`config.mk`:
```
export PLATFORM = sky130hd
export DESIGN_NAME = row_wrap_layout_placer
export DESIGN_NICKNAME = d
export VERILOG_FILES = /design/src/design/rwlp_pkg.sv /design/src/design/row_wrap_layout_placer.sv /design/src/design/rwlp_cfg_regs.sv /design/src/design/rwlp_place.sv
export SDC_FILE = /design/constraint.sdc
export NUM_CORES = 1
export LEC_CHECK = 0
export ABC_CLOCK_PERIOD_IN_PS = 26200
export BUFFER_PORTS_ARGS = -buffer_cell sky130_fd_sc_hd__buf_2
export CORE_ASPECT_RATIO = 1.1
export CORE_MARGIN = 2
export CORE_UTILIZATION = 55
export DETAILED_ROUTE_END_ITERATION = 10
export PLACE_DENSITY = 0.8
export SETUP_SLACK_MARGIN = 0.3
export SLEW_MARGIN = 30
export SYNTH_ARGS = -nofsm -noshare
export SYNTH_HDL_FRONTEND = slang
export SYNTH_HIERARCHICAL = 1
export SYNTH_SLANG_ARGS = --single-unit
```
`constraint.sdc`:
```
create_clock -name clk_i -period 26.2 [get_ports clk_i]
set_clock_uncertainty 0.2 [all_clocks]
set_input_delay 1.31 -clock clk_i [delete_from_list [all_inputs] [get_ports clk_i]]
set_output_delay 1.31 -clock clk_i [all_outputs]
set_load 0.005 [all_outputs]
```
`src/design/rwlp_pkg.sv`:
```
// Shared types and constants for the row wrap layout placer.
// Used by rwlp_cfg_regs, rwlp_place and row_wrap_layout_placer; no dependencies.
`default_nettype none

package rwlp_pkg;

  localparam int unsigned COORD_BITS_DEF = 24;
  localparam int unsigned DIM_W          = 15;
  localparam int unsigned GAP_W          = 16;
  localparam int unsigned LIMIT_W        = 24;
  localparam int unsigned OUT_W          = 24;
  localparam int unsigned CFG_IDX_W      = 2;
  localparam int unsigned CFG_DATA_W     = 24;
  localparam int unsigned IN_TDATA_W     = 32;
  localparam int unsigned OUT_TDATA_W    = 4 * OUT_W;
  localparam int unsigned OUT_TUSER_W    = 2;

  typedef enum logic [CFG_IDX_W-1:0] {
    REG_ITEM_GAP  = 2'd0,
    REG_ROW_GAP   = 2'd1,
    REG_ROW_LIMIT = 2'd2
  } cfg_reg_e;

  // effective settings, negative gaps already resolved
  typedef struct packed {
    logic [DIM_W-1:0]   item_gap;
    logic [DIM_W-1:0]   row_gap;
    logic [LIMIT_W-1:0] row_width_limit;
  } cfg_t;

  typedef struct packed {
    logic [OUT_W-1:0] pos_x;
    logic [OUT_W-1:0] pos_y;
    logic [OUT_W-1:0] canvas_width;
    logic [OUT_W-1:0] canvas_height;
    logic             wrapped;
    logic             overflow;
    logic             set_done;
  } result_t;

endpackage

`default_nettype wire

```
`src/design/row_wrap_layout_placer.sv`:
```
// Row wrap layout placer: next-fit shelf packing of rectangles.
// Input item: width and height on s_axis tdata, end of set on tlast.
// Result item per input: top-left corner and running canvas size on
// m_axis tdata, wrapped/overflow flags on tuser, set end on tlast.
// Configuration: cfg_valid_i/cfg_ready_o write channel, index 0 item gap,
// 1 row gap, 2 row width limit; ready is always high, write while idle.
// Path: an accepted item enters the input register, then the placement
// update loads the result register, which drives the result item.
// Throughput: one item per cycle unless stalled; placement state updates in the
// same cycle the result register loads, so the next item sees it at once.
// Stalls: the result register holds while m_axis_tready is low; one more
// item waits in the input register, then s_axis_tready drops.
// Reset: state clears, item gap 0, row gap -1, row width limit 0.
// Depends on rwlp_pkg, rwlp_cfg_regs and rwlp_place.
`default_nettype none

module row_wrap_layout_placer #(
  parameter int unsigned COORD_BITS = rwlp_pkg::COORD_BITS_DEF
) (
  input  wire logic                              clk_i,
  input  wire logic                              rst_ni,
  input  wire logic                              s_axis_tvalid,
  output logic                                   s_axis_tready,
  // [14:0] item_width, [29:15] item_height, [31:30] zero
  input  wire logic [rwlp_pkg::IN_TDATA_W-1:0]   s_axis_tdata,
  input  wire logic                              s_axis_tlast,
  output logic                                   m_axis_tvalid,
  input  wire logic                              m_axis_tready,
  // [23:0] pos_x, [47:24] pos_y, [71:48] canvas_width, [95:72] canvas_height
  output logic [rwlp_pkg::OUT_TDATA_W-1:0]       m_axis_tdata,
  // [0] wrapped, [1] overflow
  output logic [rwlp_pkg::OUT_TUSER_W-1:0]       m_axis_tuser,
  output logic                                   m_axis_tlast,
  input  wire logic                              cfg_valid_i,
  output logic                                   cfg_ready_o,
  input  wire logic [rwlp_pkg::CFG_IDX_W-1:0]    cfg_index_i,
  input  wire logic [rwlp_pkg::CFG_DATA_W-1:0]   cfg_data_i
);
  import rwlp_pkg::*;

  cfg_t             cfg;
  result_t          res;
  result_t          out_res_q;
  logic             in_valid_q, in_valid_d;
  logic [DIM_W-1:0] in_w_q, in_h_q;
  logic             in_last_q;
  logic             out_valid_q, out_valid_d;
  logic             out_adv;
  logic             step;

  rwlp_cfg_regs u_cfg (
    .clk_i       (clk_i),
    .rst_ni      (rst_ni),
    .cfg_valid_i (cfg_valid_i),
    .cfg_ready_o (cfg_ready_o),
    .cfg_index_i (cfg_index_i),
    .cfg_data_i  (cfg_data_i),
    .cfg_o       (cfg)
  );

  rwlp_place #(
    .COORD_BITS (COORD_BITS)
  ) u_place (
    .clk_i         (clk_i),
    .rst_ni        (rst_ni),
    .cfg_i         (cfg),
    .item_width_i  (in_w_q),
    .item_height_i (in_h_q),
    .last_item_i   (in_last_q),
    .step_i        (step),
    .result_o      (res)
  );

  assign out_adv       = !out_valid_q || m_axis_tready;
  assign step          = in_valid_q && out_adv;
  assign s_axis_tready = !in_valid_q || out_adv;

  always_comb begin
    in_valid_d  = s_axis_tready ? s_axis_tvalid : in_valid_q;
    out_valid_d = out_adv ? in_valid_q : out_valid_q;
  end

  always_ff @(posedge clk_i or negedge rst_ni) begin
    if (!rst_ni) begin
      in_valid_q  <= 1'b0;
      out_valid_q <= 1'b0;
    end else begin
      in_valid_q  <= in_valid_d;
      out_valid_q <= out_valid_d;
    end
  end

  always_ff @(posedge clk_i) begin
    if (s_axis_tready && s_axis_tvalid) begin
      in_w_q    <= s_axis_tdata[DIM_W-1:0];
      in_h_q    <= s_axis_tdata[2*DIM_W-1:DIM_W];
      in_last_q <= s_axis_tlast;
    end
    if (step) begin
      out_res_q <= res;
    end
  end

  assign m_axis_tvalid = out_valid_q;
  assign m_axis_tdata  = {out_res_q.canvas_height, out_res_q.canvas_width,
                          out_res_q.pos_y, out_res_q.pos_x};
  assign m_axis_tuser  = {out_res_q.overflow, out_res_q.wrapped};
  assign m_axis_tlast  = out_res_q.set_done;

  // a rectangle that opens a new row sits at the left edge
  a_wrap_left_edge: assert property (@(posedge clk_i) disable iff (!rst_ni)
    m_axis_tvalid && m_axis_tuser[0] |-> m_axis_tdata[OUT_W-1:0] == '0)
    else $error("wrapped item not at x = 0");

  // input side only blocks with both registers full and the output stalled
  a_ready_only_when_full: assert property (@(posedge clk_i) disable iff (!rst_ni)
    !s_axis_tready |-> in_valid_q && out_valid_q && !m_axis_tready)
    else $error("input stalled without backpressure");

  // an item in the input register reaches an empty result register next cycle
  a_latency: assert property (@(posedge clk_i) disable iff (!rst_ni)
    in_valid_q && !out_valid_q |=> out_valid_q)
    else $error("item did not advance to result register");

endmodule

`default_nettype wire

```
`src/design/rwlp_cfg_regs.sv`:
```
// Configuration registers of the placer: item gap, row gap, row width limit.
// Depends on rwlp_pkg.
`default_nettype none

module rwlp_cfg_regs (
  input  wire logic                           clk_i,
  input  wire logic                           rst_ni,
  input  wire logic                           cfg_valid_i,
  output logic                                cfg_ready_o,
  input  wire logic [rwlp_pkg::CFG_IDX_W-1:0] cfg_index_i,
  input  wire logic [rwlp_pkg::CFG_DATA_W-1:0] cfg_data_i,
  output rwlp_pkg::cfg_t                      cfg_o
);
  import rwlp_pkg::*;

  logic [GAP_W-1:0]   item_gap_q, item_gap_d;
  logic [GAP_W-1:0]   row_gap_q, row_gap_d;
  logic [LIMIT_W-1:0] limit_q, limit_d;
  logic [DIM_W-1:0]   ig_eff;

  assign cfg_ready_o = 1'b1;

  always_comb begin
    item_gap_d = item_gap_q;
    row_gap_d  = row_gap_q;
    limit_d    = limit_q;
    if (cfg_valid_i) begin
      case (cfg_reg_e'(cfg_index_i))
        REG_ITEM_GAP:  item_gap_d = cfg_data_i[GAP_W-1:0];
        REG_ROW_GAP:   row_gap_d  = cfg_data_i[GAP_W-1:0];
        REG_ROW_LIMIT: limit_d    = cfg_data_i[LIMIT_W-1:0];
        default: ;
      endcase
    end
  end

  always_ff @(posedge clk_i or negedge rst_ni) begin
    if (!rst_ni) begin
      item_gap_q <= '0;
      row_gap_q  <= '1;
      limit_q    <= '0;
    end else begin
      item_gap_q <= item_gap_d;
      row_gap_q  <= row_gap_d;
      limit_q    <= limit_d;
    end
  end

  // negative gap counts as zero; negative row gap falls back to item gap
  assign ig_eff = item_gap_q[GAP_W-1] ? '0 : item_gap_q[DIM_W-1:0];

  always_comb begin
    cfg_o.item_gap        = ig_eff;
    cfg_o.row_gap         = row_gap_q[GAP_W-1] ? ig_eff : row_gap_q[DIM_W-1:0];
    cfg_o.row_width_limit = limit_q;
  end

endmodule

`default_nettype wire

```
`src/design/rwlp_place.sv`:
```
// Placement state and single pass update: wrap decision, saturating
// coordinate sums and canvas totals. Depends on rwlp_pkg.
`default_nettype none

module rwlp_place #(
  parameter int unsigned COORD_BITS = rwlp_pkg::COORD_BITS_DEF
) (
  input  wire logic                       clk_i,
  input  wire logic                       rst_ni,
  input  rwlp_pkg::cfg_t                  cfg_i,
  input  wire logic [rwlp_pkg::DIM_W-1:0] item_width_i,
  input  wire logic [rwlp_pkg::DIM_W-1:0] item_height_i,
  input  wire logic                       last_item_i,
  input  wire logic                       step_i,
  output rwlp_pkg::result_t               result_o
);
  import rwlp_pkg::*;

  localparam int unsigned C  = COORD_BITS;
  localparam int unsigned SW = (C + 2 > LIMIT_W + 1) ? C + 2 : LIMIT_W + 1;
  localparam int unsigned MW = (C > OUT_W) ? C : OUT_W;

  logic [C:0]       cursor_x_q, cursor_x_d;
  logic [C-1:0]     cursor_y_q, cursor_y_d;
  logic [C-1:0]     row_ext_q, row_ext_d;
  logic [DIM_W-1:0] tallest_q, tallest_d;
  logic [C-1:0]     widest_q, widest_d;
  logic             occupied_q, occupied_d;
  logic             sat_q, sat_d;

  logic [SW-1:0]    reach;
  logic             wrap;
  logic [C+1:0]     y_sum;
  logic             y_sat;
  logic [C:0]       cx_eff;
  logic [C-1:0]     cy_eff;
  logic [C-1:0]     px;
  logic [C+1:0]     ext_sum;
  logic             ext_sat;
  logic [C-1:0]     ext;
  logic [DIM_W-1:0] tall_base, tall_new;
  logic [C-1:0]     widest_eff, cw;
  logic [C:0]       ch_sum;
  logic [C-1:0]     ch;
  logic             sat_new;

  function automatic logic [OUT_W-1:0] fit(input logic [C-1:0] v);
    logic [MW-1:0] t;
    t = MW'(v);
    return t[OUT_W-1:0];
  endfunction

  always_comb begin
    reach = SW'(cursor_x_q) + SW'(item_width_i);
    wrap  = (cfg_i.row_width_limit != '0) && occupied_q &&
            (reach > SW'(cfg_i.row_width_limit));

    y_sum  = (C+2)'(cursor_y_q) + (C+2)'(tallest_q) + (C+2)'(cfg_i.row_gap);
    y_sat  = |y_sum[C+1:C];
    cx_eff = wrap ? '0 : cursor_x_q;
    cy_eff = wrap ? (y_sat ? '1 : y_sum[C-1:0]) : cursor_y_q;

    px = cx_eff[C] ? '1 : cx_eff[C-1:0];

    ext_sum = (C+2)'(cx_eff) + (C+2)'(item_width_i);
    ext_sat = |ext_sum[C+1:C];
    ext     = ext_sat ? '1 : ext_sum[C-1:0];

    tall_base = wrap ? '0 : tallest_q;
    tall_new  = (item_height_i > tall_base) ? item_height_i : tall_base;

    widest_eff = (wrap && (row_ext_q > widest_q)) ? row_ext_q : widest_q;
    cw         = (widest_eff > ext) ? widest_eff : ext;

    ch_sum = (C+1)'(cy_eff) + (C+1)'(tall_new);
    ch     = ch_sum[C] ? '1 : ch_sum[C-1:0];

    sat_new = sat_q | (wrap & y_sat) | cx_eff[C] | ext_sat | ch_sum[C];

    result_o.pos_x         = fit(px);
    result_o.pos_y         = fit(cy_eff);
    result_o.canvas_width  = fit(cw);
    result_o.canvas_height = fit(ch);
    result_o.wrapped       = wrap;
    result_o.overflow      = sat_new;
    result_o.set_done      = last_item_i;
  end

  always_comb begin
    cursor_x_d = cursor_x_q;
    cursor_y_d = cursor_y_q;
    row_ext_d  = row_ext_q;
    tallest_d  = tallest_q;
    widest_d   = widest_q;
    occupied_d = occupied_q;
    sat_d      = sat_q;
    if (step_i) begin
      if (last_item_i) begin
        cursor_x_d = '0;
        cursor_y_d = '0;
        row_ext_d  = '0;
        tallest_d  = '0;
        widest_d   = '0;
        occupied_d = 1'b0;
        sat_d      = 1'b0;
      end else begin
        cursor_x_d = (C+1)'(ext) + (C+1)'(cfg_i.item_gap);
        cursor_y_d = cy_eff;
        row_ext_d  = ext;
        tallest_d  = tall_new;
        widest_d   = widest_eff;
        occupied_d = 1'b1;
        sat_d      = sat_new;
      end
    end
  end

  always_ff @(posedge clk_i or negedge rst_ni) begin
    if (!rst_ni) begin
      cursor_x_q <= '0;
      cursor_y_q <= '0;
      row_ext_q  <= '0;
      tallest_q  <= '0;
      widest_q   <= '0;
      occupied_q <= 1'b0;
      sat_q      <= 1'b0;
    end else begin
      cursor_x_q <= cursor_x_d;
      cursor_y_q <= cursor_y_d;
      row_ext_q  <= row_ext_d;
      tallest_q  <= tallest_d;
      widest_q   <= widest_d;
      occupied_q <= occupied_d;
      sat_q      <= sat_d;
    end
  end

endmodule

`default_nettype wire
```
Yosys cells after proc, flatten, opt, wreduce, memory -nomap -nowiden:

Index checks and enable logic that the tools add are counted.

* bits in registers: 302
* logic and storage cells: 72

* add/sub/neg operators: 6
* order comparisons: 4
* eq/ne operators: 2
* muxes and demuxes: 17
* bitwise logic cells: 5
* reduce and logical (&&, ||, !) cells: 16

Operators with widths (count)
* two-way mux 24 bit: 8
* adder 24 x 15 -> 25 bit: 3
* two-way mux 15 bit: 5
* adder 25 x 15 -> 26 bit: 2
* two-way mux 25 bit: 2
* greater-than comparator 24 bit: 2
* adder 26 x 15 -> 26 bit: 1
* greater-than comparator 26 x 24 -> 1 bit: 1
* nonzero test 24 bit: 1
* greater-than comparator 15 bit: 1
* AND reduction 2 bit: 3
* logical AND 1 bit: 5
* bitwise OR 1 bit: 4
* OR reduction 2 bit: 2
* == test 2 x 1 -> 1 bit (second input constant): 1
* == test 2 bit (second input constant): 1
* zero test 1 bit: 2
* zero test 2 bit: 1
* logical OR 1 bit: 2
* two-way mux 1 bit: 2
* bitwise AND 1 bit: 1

Logic depth before layout (Yosys ltp):

* word-level depth: 10
* gate-level depth with buffers: 48
* gate-level depth less buffers: 43

Hierarchy:

Netlist, hierarchy kept.

Modules (own cells, without submodules)
* rwlp_place: times used 1, cells each 1521, area each 12488.2 µm², seq. area each 2852.7 µm²
* row_wrap_layout_placer: times used 1, cells each 138, area each 4007.6 µm², seq. area each 3953.8 µm²
* rwlp_cfg_regs: times used 1, cells each 154, area each 2436.1 µm², seq. area each 1421.4 µm²

Least setup slack after synthesis:

Ideal clock, no wire load.

* path kind: register to register
* start: register in_w_q[0]
* end: register u_place.cursor_x_q[22]
* data arrival time: 10.246 ns
* slack: 15.633 ns
* stages on the path, launching flop included: 49
* path buffers: 5
* clock period less this slack: 10.567 ns
* cells stage by stage: edfxtp_1 ha_1 fa_1 a211oi_1 o211ai_1 a41oi_1 nor2b_1 o21a_1 o21ai_0 nand2b_1 a21oi_1 xnor2_1 ha_1 nand3_1 nor4_1 o21ai_0 a21oi_1 o21ai_0 [... 13 more ...] or2_1 buf_4 nor2_2 clkbuf_1 nor2_1 inv_1 fa_1 a21o_1 a21o_1 a2111oi_0 nor4_1 o21ai_0 nor2_1 a2111oi_0 a2111o_1 nor3_1 xnor2_1 a22o_1

* cells in the longest elaborated chain, start to end: 9

Ends and longest elaborated chain
* from (decl): line row_wrap_layout_placer.sv:45 `logic [DIM_W-1:0] in_w_q, in_h_q;`
* from (signal assigned): line row_wrap_layout_placer.sv:95 `in_w_q <= s_axis_tdata[DIM_W-1:0];`
* adder 25 x 15 -> 26 bit *: line rwlp_place.sv:54 `reach = SW'(cursor_x_q) + SW'(item_width_i);`
* greater-than comparator 26 x 24 -> 1 bit *: line rwlp_place.sv:56 `(reach > SW'(cfg_i.row_width_limit));`
* logical AND 1 bit *: line rwlp_place.sv:55 `wrap = (cfg_i.row_width_limit != '0) && occupied_q &&`
* net u_place.wrap: line rwlp_place.sv:32 `logic wrap;`
* two-way mux 25 bit *: line rwlp_place.sv:60 `cx_eff = wrap ? '0 : cursor_x_q;`
* adder 25 x 15 -> 26 bit *: line rwlp_place.sv:65 `ext_sum = (C+2)'(cx_eff) + (C+2)'(item_width_i);`
* OR reduction 2 bit: line rwlp_place.sv:66 `ext_sat = |ext_sum[C+1:C];`
* two-way mux 24 bit *: line rwlp_place.sv:67 `ext = ext_sat ? '1 : ext_sum[C-1:0];`
* adder 24 x 15 -> 25 bit *: line rwlp_place.sv:107 `cursor_x_d = (C+1)'(ext) + (C+1)'(cfg_i.item_gap);`
* two-way mux 25 bit *: line rwlp_place.sv:98 `if (last_item_i) begin`
* to (signal assigned): line rwlp_place.sv:128 `cursor_x_q <= cursor_x_d;`
* to (decl): line rwlp_place.sv:23 `logic [C:0] cursor_x_q, cursor_x_d;`

Mark *: on every way through the listed nets, which the timed path passes. The rest lies on a longest branch.
A chain may end at the register's enable or synchronous reset.

==> results.cfg <==
[cts]
postCtsResizedCells = 0
post_cts_buffers = 0
postCtsHoldBufs = 0
cts_made_buffers = 31
clkTransAtPathRegs_ps = 70
clk_latency_ps = 590
htreeDepth = 1
clock_path_buffers = 3
cts_root_buffer = clkbuf_16
cts.sink_count = 302
cts_tree = built

[logic_synthesis]
synth_enable_flop_cells = 130
yosys.area.top_type_share_pct = 20.6
yosysTopAreaCell = dfrtp_1
syn_inst = 1813
syn_area_sq_um = 18900
synth.distinct_cells = 90
seq_area_frac_synth_pct = 43.5
synthTopCellsByArea = dfrtp_1 (21%), edfxtp_1 (21%), ha_1 (11%), mux2_2 (4.5%), nor2_1 (3.1%)
ys.flop_type = dfrtp_1
synth-seq-cells = 302
async_flop_share_pct = 57.0
avgSynthCellArea_sq_um = 10.4
synth_nets = 2060
yosysWarnings = 6

[route]
first_pass_iters = 6
vias = 14900
drtIter0Drc = 1293
remaining_drc_errors = 0
finalWirelength_mm = 49.3
wl_per_cell_microns = 20.4
ant_nets = 0
vias_per_cell = 6.17

[place]
place_inst = 2351
dpl.hpwl_mm = 35.6
numPortBuffers = 162
place_congestion = 0.907
place_area_sq_um = 20100

[die]
die_y_microns = 199
boundaryPins = 166
start_util_pct = 55.6
core_sq_um = 34000
die-area_sq_um = 35900
die_w_microns = 181
rows = 71

[finish]
instances_no_fill = 2409
stdcell_area_sq_um = 21100
nFillCells = 2791
finalCoreUtilization_pct = 62.1
drive_above_1_share_pct = 17.9
finalNetCount = 2193
syn2layout_area_growth_pct = 11.5
num_antenna_cells = 0

[timing]
slew_headroom_pct = 30.3
clock.fmax_mhz = 79.4
setup_viol = 0
worstMarginPinSlew_ps = 1050
fin_crit_ps = 12590
fin_crit_sh_pct = 48.1
rsz0062_at_grt = false
maxSlewViolCount = 0
hold_viol_final = 0
setup-tns-final_ps = 0

[critical_path]
crit_path_end_kind = flip-flop
path_class = flip-flop to flip-flop
crit_buf_inv = 2
crit_fanout = 49
arrival_ps = 12880
reg2reg_to = u_place/cursor_x_q[22]
cp_num_cells = 44
cp_slowest_cell = a2111oi_1
crit_start = in_w_q[0]
reg2reg_depth = 44
cp_top_family = compound AO/OA/AOI/OAI gates
worst_r2r_startpoint = in_w_q[0]
reg2reg_slack_ps = 13610
crit_required_ps = 26480
startpoint_type = flip-flop
critical_path.max_stage_delay_ps = 810

[pwr]
combinationalPowerShare_pct = 46.4
power_uw = 2090
power_density_nw_per_um2 = 99.0
irDropWorstVdd_mv = 0.0645
power.switching_uw = 833
internal-power_uw = 1260
power.share.clock_pct = 21.2
p_leak_uw = 0.00963
p_seq_share_pct = 32.4
switching_share_pct = 39.8

[grt]
grt_max_degree = 73
grt_overflow = 0
antenna_found_initial = 0
grt_pass1_vias = 14800
grt_usage_pct = 27.3
grt_pass1_wl_mm = 78.2

[min_path]
min_to = u_cfg/item_gap_q[13]
hp-class = flip-flop to flip-flop
hold_path.startpoint = u_cfg/item_gap_q[13]
min_delay_path_depth = 1

[status]
outcome = complete, no violations

[run]
maxCapViolations = 0
==> kinds of logic (layout without fill, tap and decap cells) <==
group	after synthesis	in the layout	share of synthesized area, %
DFF	302	302	43.5
other	1	1	0.0198
AOI/OAI and AO/OA	474	474	17.2
buffers and inverters	196	354	4.32
and+or+nand+nor	468	468	12.2
xor gates and xnor gates	89	89	4.12
muxes	100	100	5.78
adders and majority gates	183	183	12.9
==> final cells by class <==
cell class / instances / area [sq um] / area share, %
Clock buffer: 45 / 931 / 4.41
Sequential cell: 302 / 8230 / 39.0
Tap cell: 438 / 548 / 2.60
Clock inverter: 13 / 96.3 / 0.456
Timing Repair Buffer: 177 / 953 / 4.52
Multi-Input combinational cell: 1315 / 9910 / 46.9
Inverter: 119 / 448 / 2.12
==> through the flow <==
step / setup WS, ps / hold slack, ps
floorplan: 15630 / 273
global placement: 13980 / 282
detailed placement: 13980 / 289
CTS: 13890 / 303
global route: 12940 / 316
finish: 13610 / 299
==> placed cells by master (no fill, tap or decap), drive strengths merged, types with 14 or more instances in the layout <==
cell type | synthesis | final
edfxtp | 130 | 130
nand2 | 108 | 108
a211oi | 16 | 16
nand3 | 35 | 35
o2bb2ai | 38 | 38
ha | 163 | 163
fa | 20 | 20
clkbuf | 48 | 45
o22ai | 27 | 27
dfstp | 16 | 16
a22o | 41 | 41
and2 | 21 | 21
mux2 | 75 | 75
a31oi | 23 | 23
xnor2 | 52 | 52
buf | 29 | 177
nor3 | 21 | 21
mux2i | 25 | 25
nand4 | 23 | 23
o21ai | 72 | 72
nand2b | 17 | 17
xor2 | 37 | 37
nor4 | 14 | 14
a21oi | 112 | 112
a21o | 38 | 38
inv | 117 | 119
a32oi | 14 | 14
nor2 | 158 | 158
dfrtp | 156 | 156
o21a | 23 | 23
nor2b | 23 | 23
==> sequential cells by signal, summed over array words and instances (netlist names), 15 cells and up <==
name and cells:
u_cfg/row_gap_q 16, u_place/tallest_q 15, u_place/row_ext_q 24, u_place/widest_q 24, in_w_q 15, u_place/cursor_y_q 24, m_axis_tdata 96, u_cfg/limit_q 24
in_h_q 15, u_cfg/item_gap_q 16, u_place/cursor_x_q 25
==> how the worst max path moves through the flow <==
| stage | to | slack (ps) |
|---|---|---|
| after floorplan | u_place/cursor_x_q[22] | 15630 |
| after detailed placement | u_place/cursor_x_q[22] | 13980 |
| after global routing | u_place/cursor_x_q[22] | 12940 |
| final | u_place/cursor_x_q[22] | 13610 |
| after CTS | u_place/cursor_x_q[22] | 13890 |
| after global placement | u_place/cursor_x_q[22] | 13980 |
==> per-layer routing <==
layer	part of all wire (%)	GRT usage (%)	vias to the layer above
met5	0	0	-
met4	4.8	13.3	0
met3	6.5	3.75	139
met2	48	45.5	592
met1	41	35.2	7210
li1	-	-	6919
==> worst register-to-register path: cells and delay by family (launching register included) <==
| family | cells | cell delay (ps) |
|---|---|---|
| AO/OA/AOI/OAI | 22 | 6520 |
| XOR/XNOR | 2 | 270 |
| adder cells (fa/ha/maj) | 6 | 2060 |
| buffers and inverters | 2 | 510 |
| flip-flops | 1 | 410 |
| AND/OR/NAND/NOR | 12 | 2520 |
==> synth_stat cells, drive strengths merged (16+ instances only) <==
library cell	number
nand4	23
nand2b	17
o21a	23
a21o	38
a21oi	112
ha	163
xnor2	52
fa	20
mux2	75
a22o	41
xor2	37
o22ai	27
nand3	35
o21ai	72
nor3	21
edfxtp	130
o2bb2ai	38
nand2	108
clkbuf	48
mux2i	25
nor2	158
nor2b	23
inv	117
dfstp	16
a211oi	16
and2	21
buf	29
dfrtp	156
a31oi	23
==> power groups by stage <==
stage          logic (uW)  clock network, uW  registers, uW
6_report              969                444            677
5_1_grt              1070                470            687
4_1_cts               954                451            676
3_5_place_dp          944                  0            684
3_3_place_gp          909                  0            680
2_1_floorplan         693                  0            659
Power figures use the tool's default switching activity.
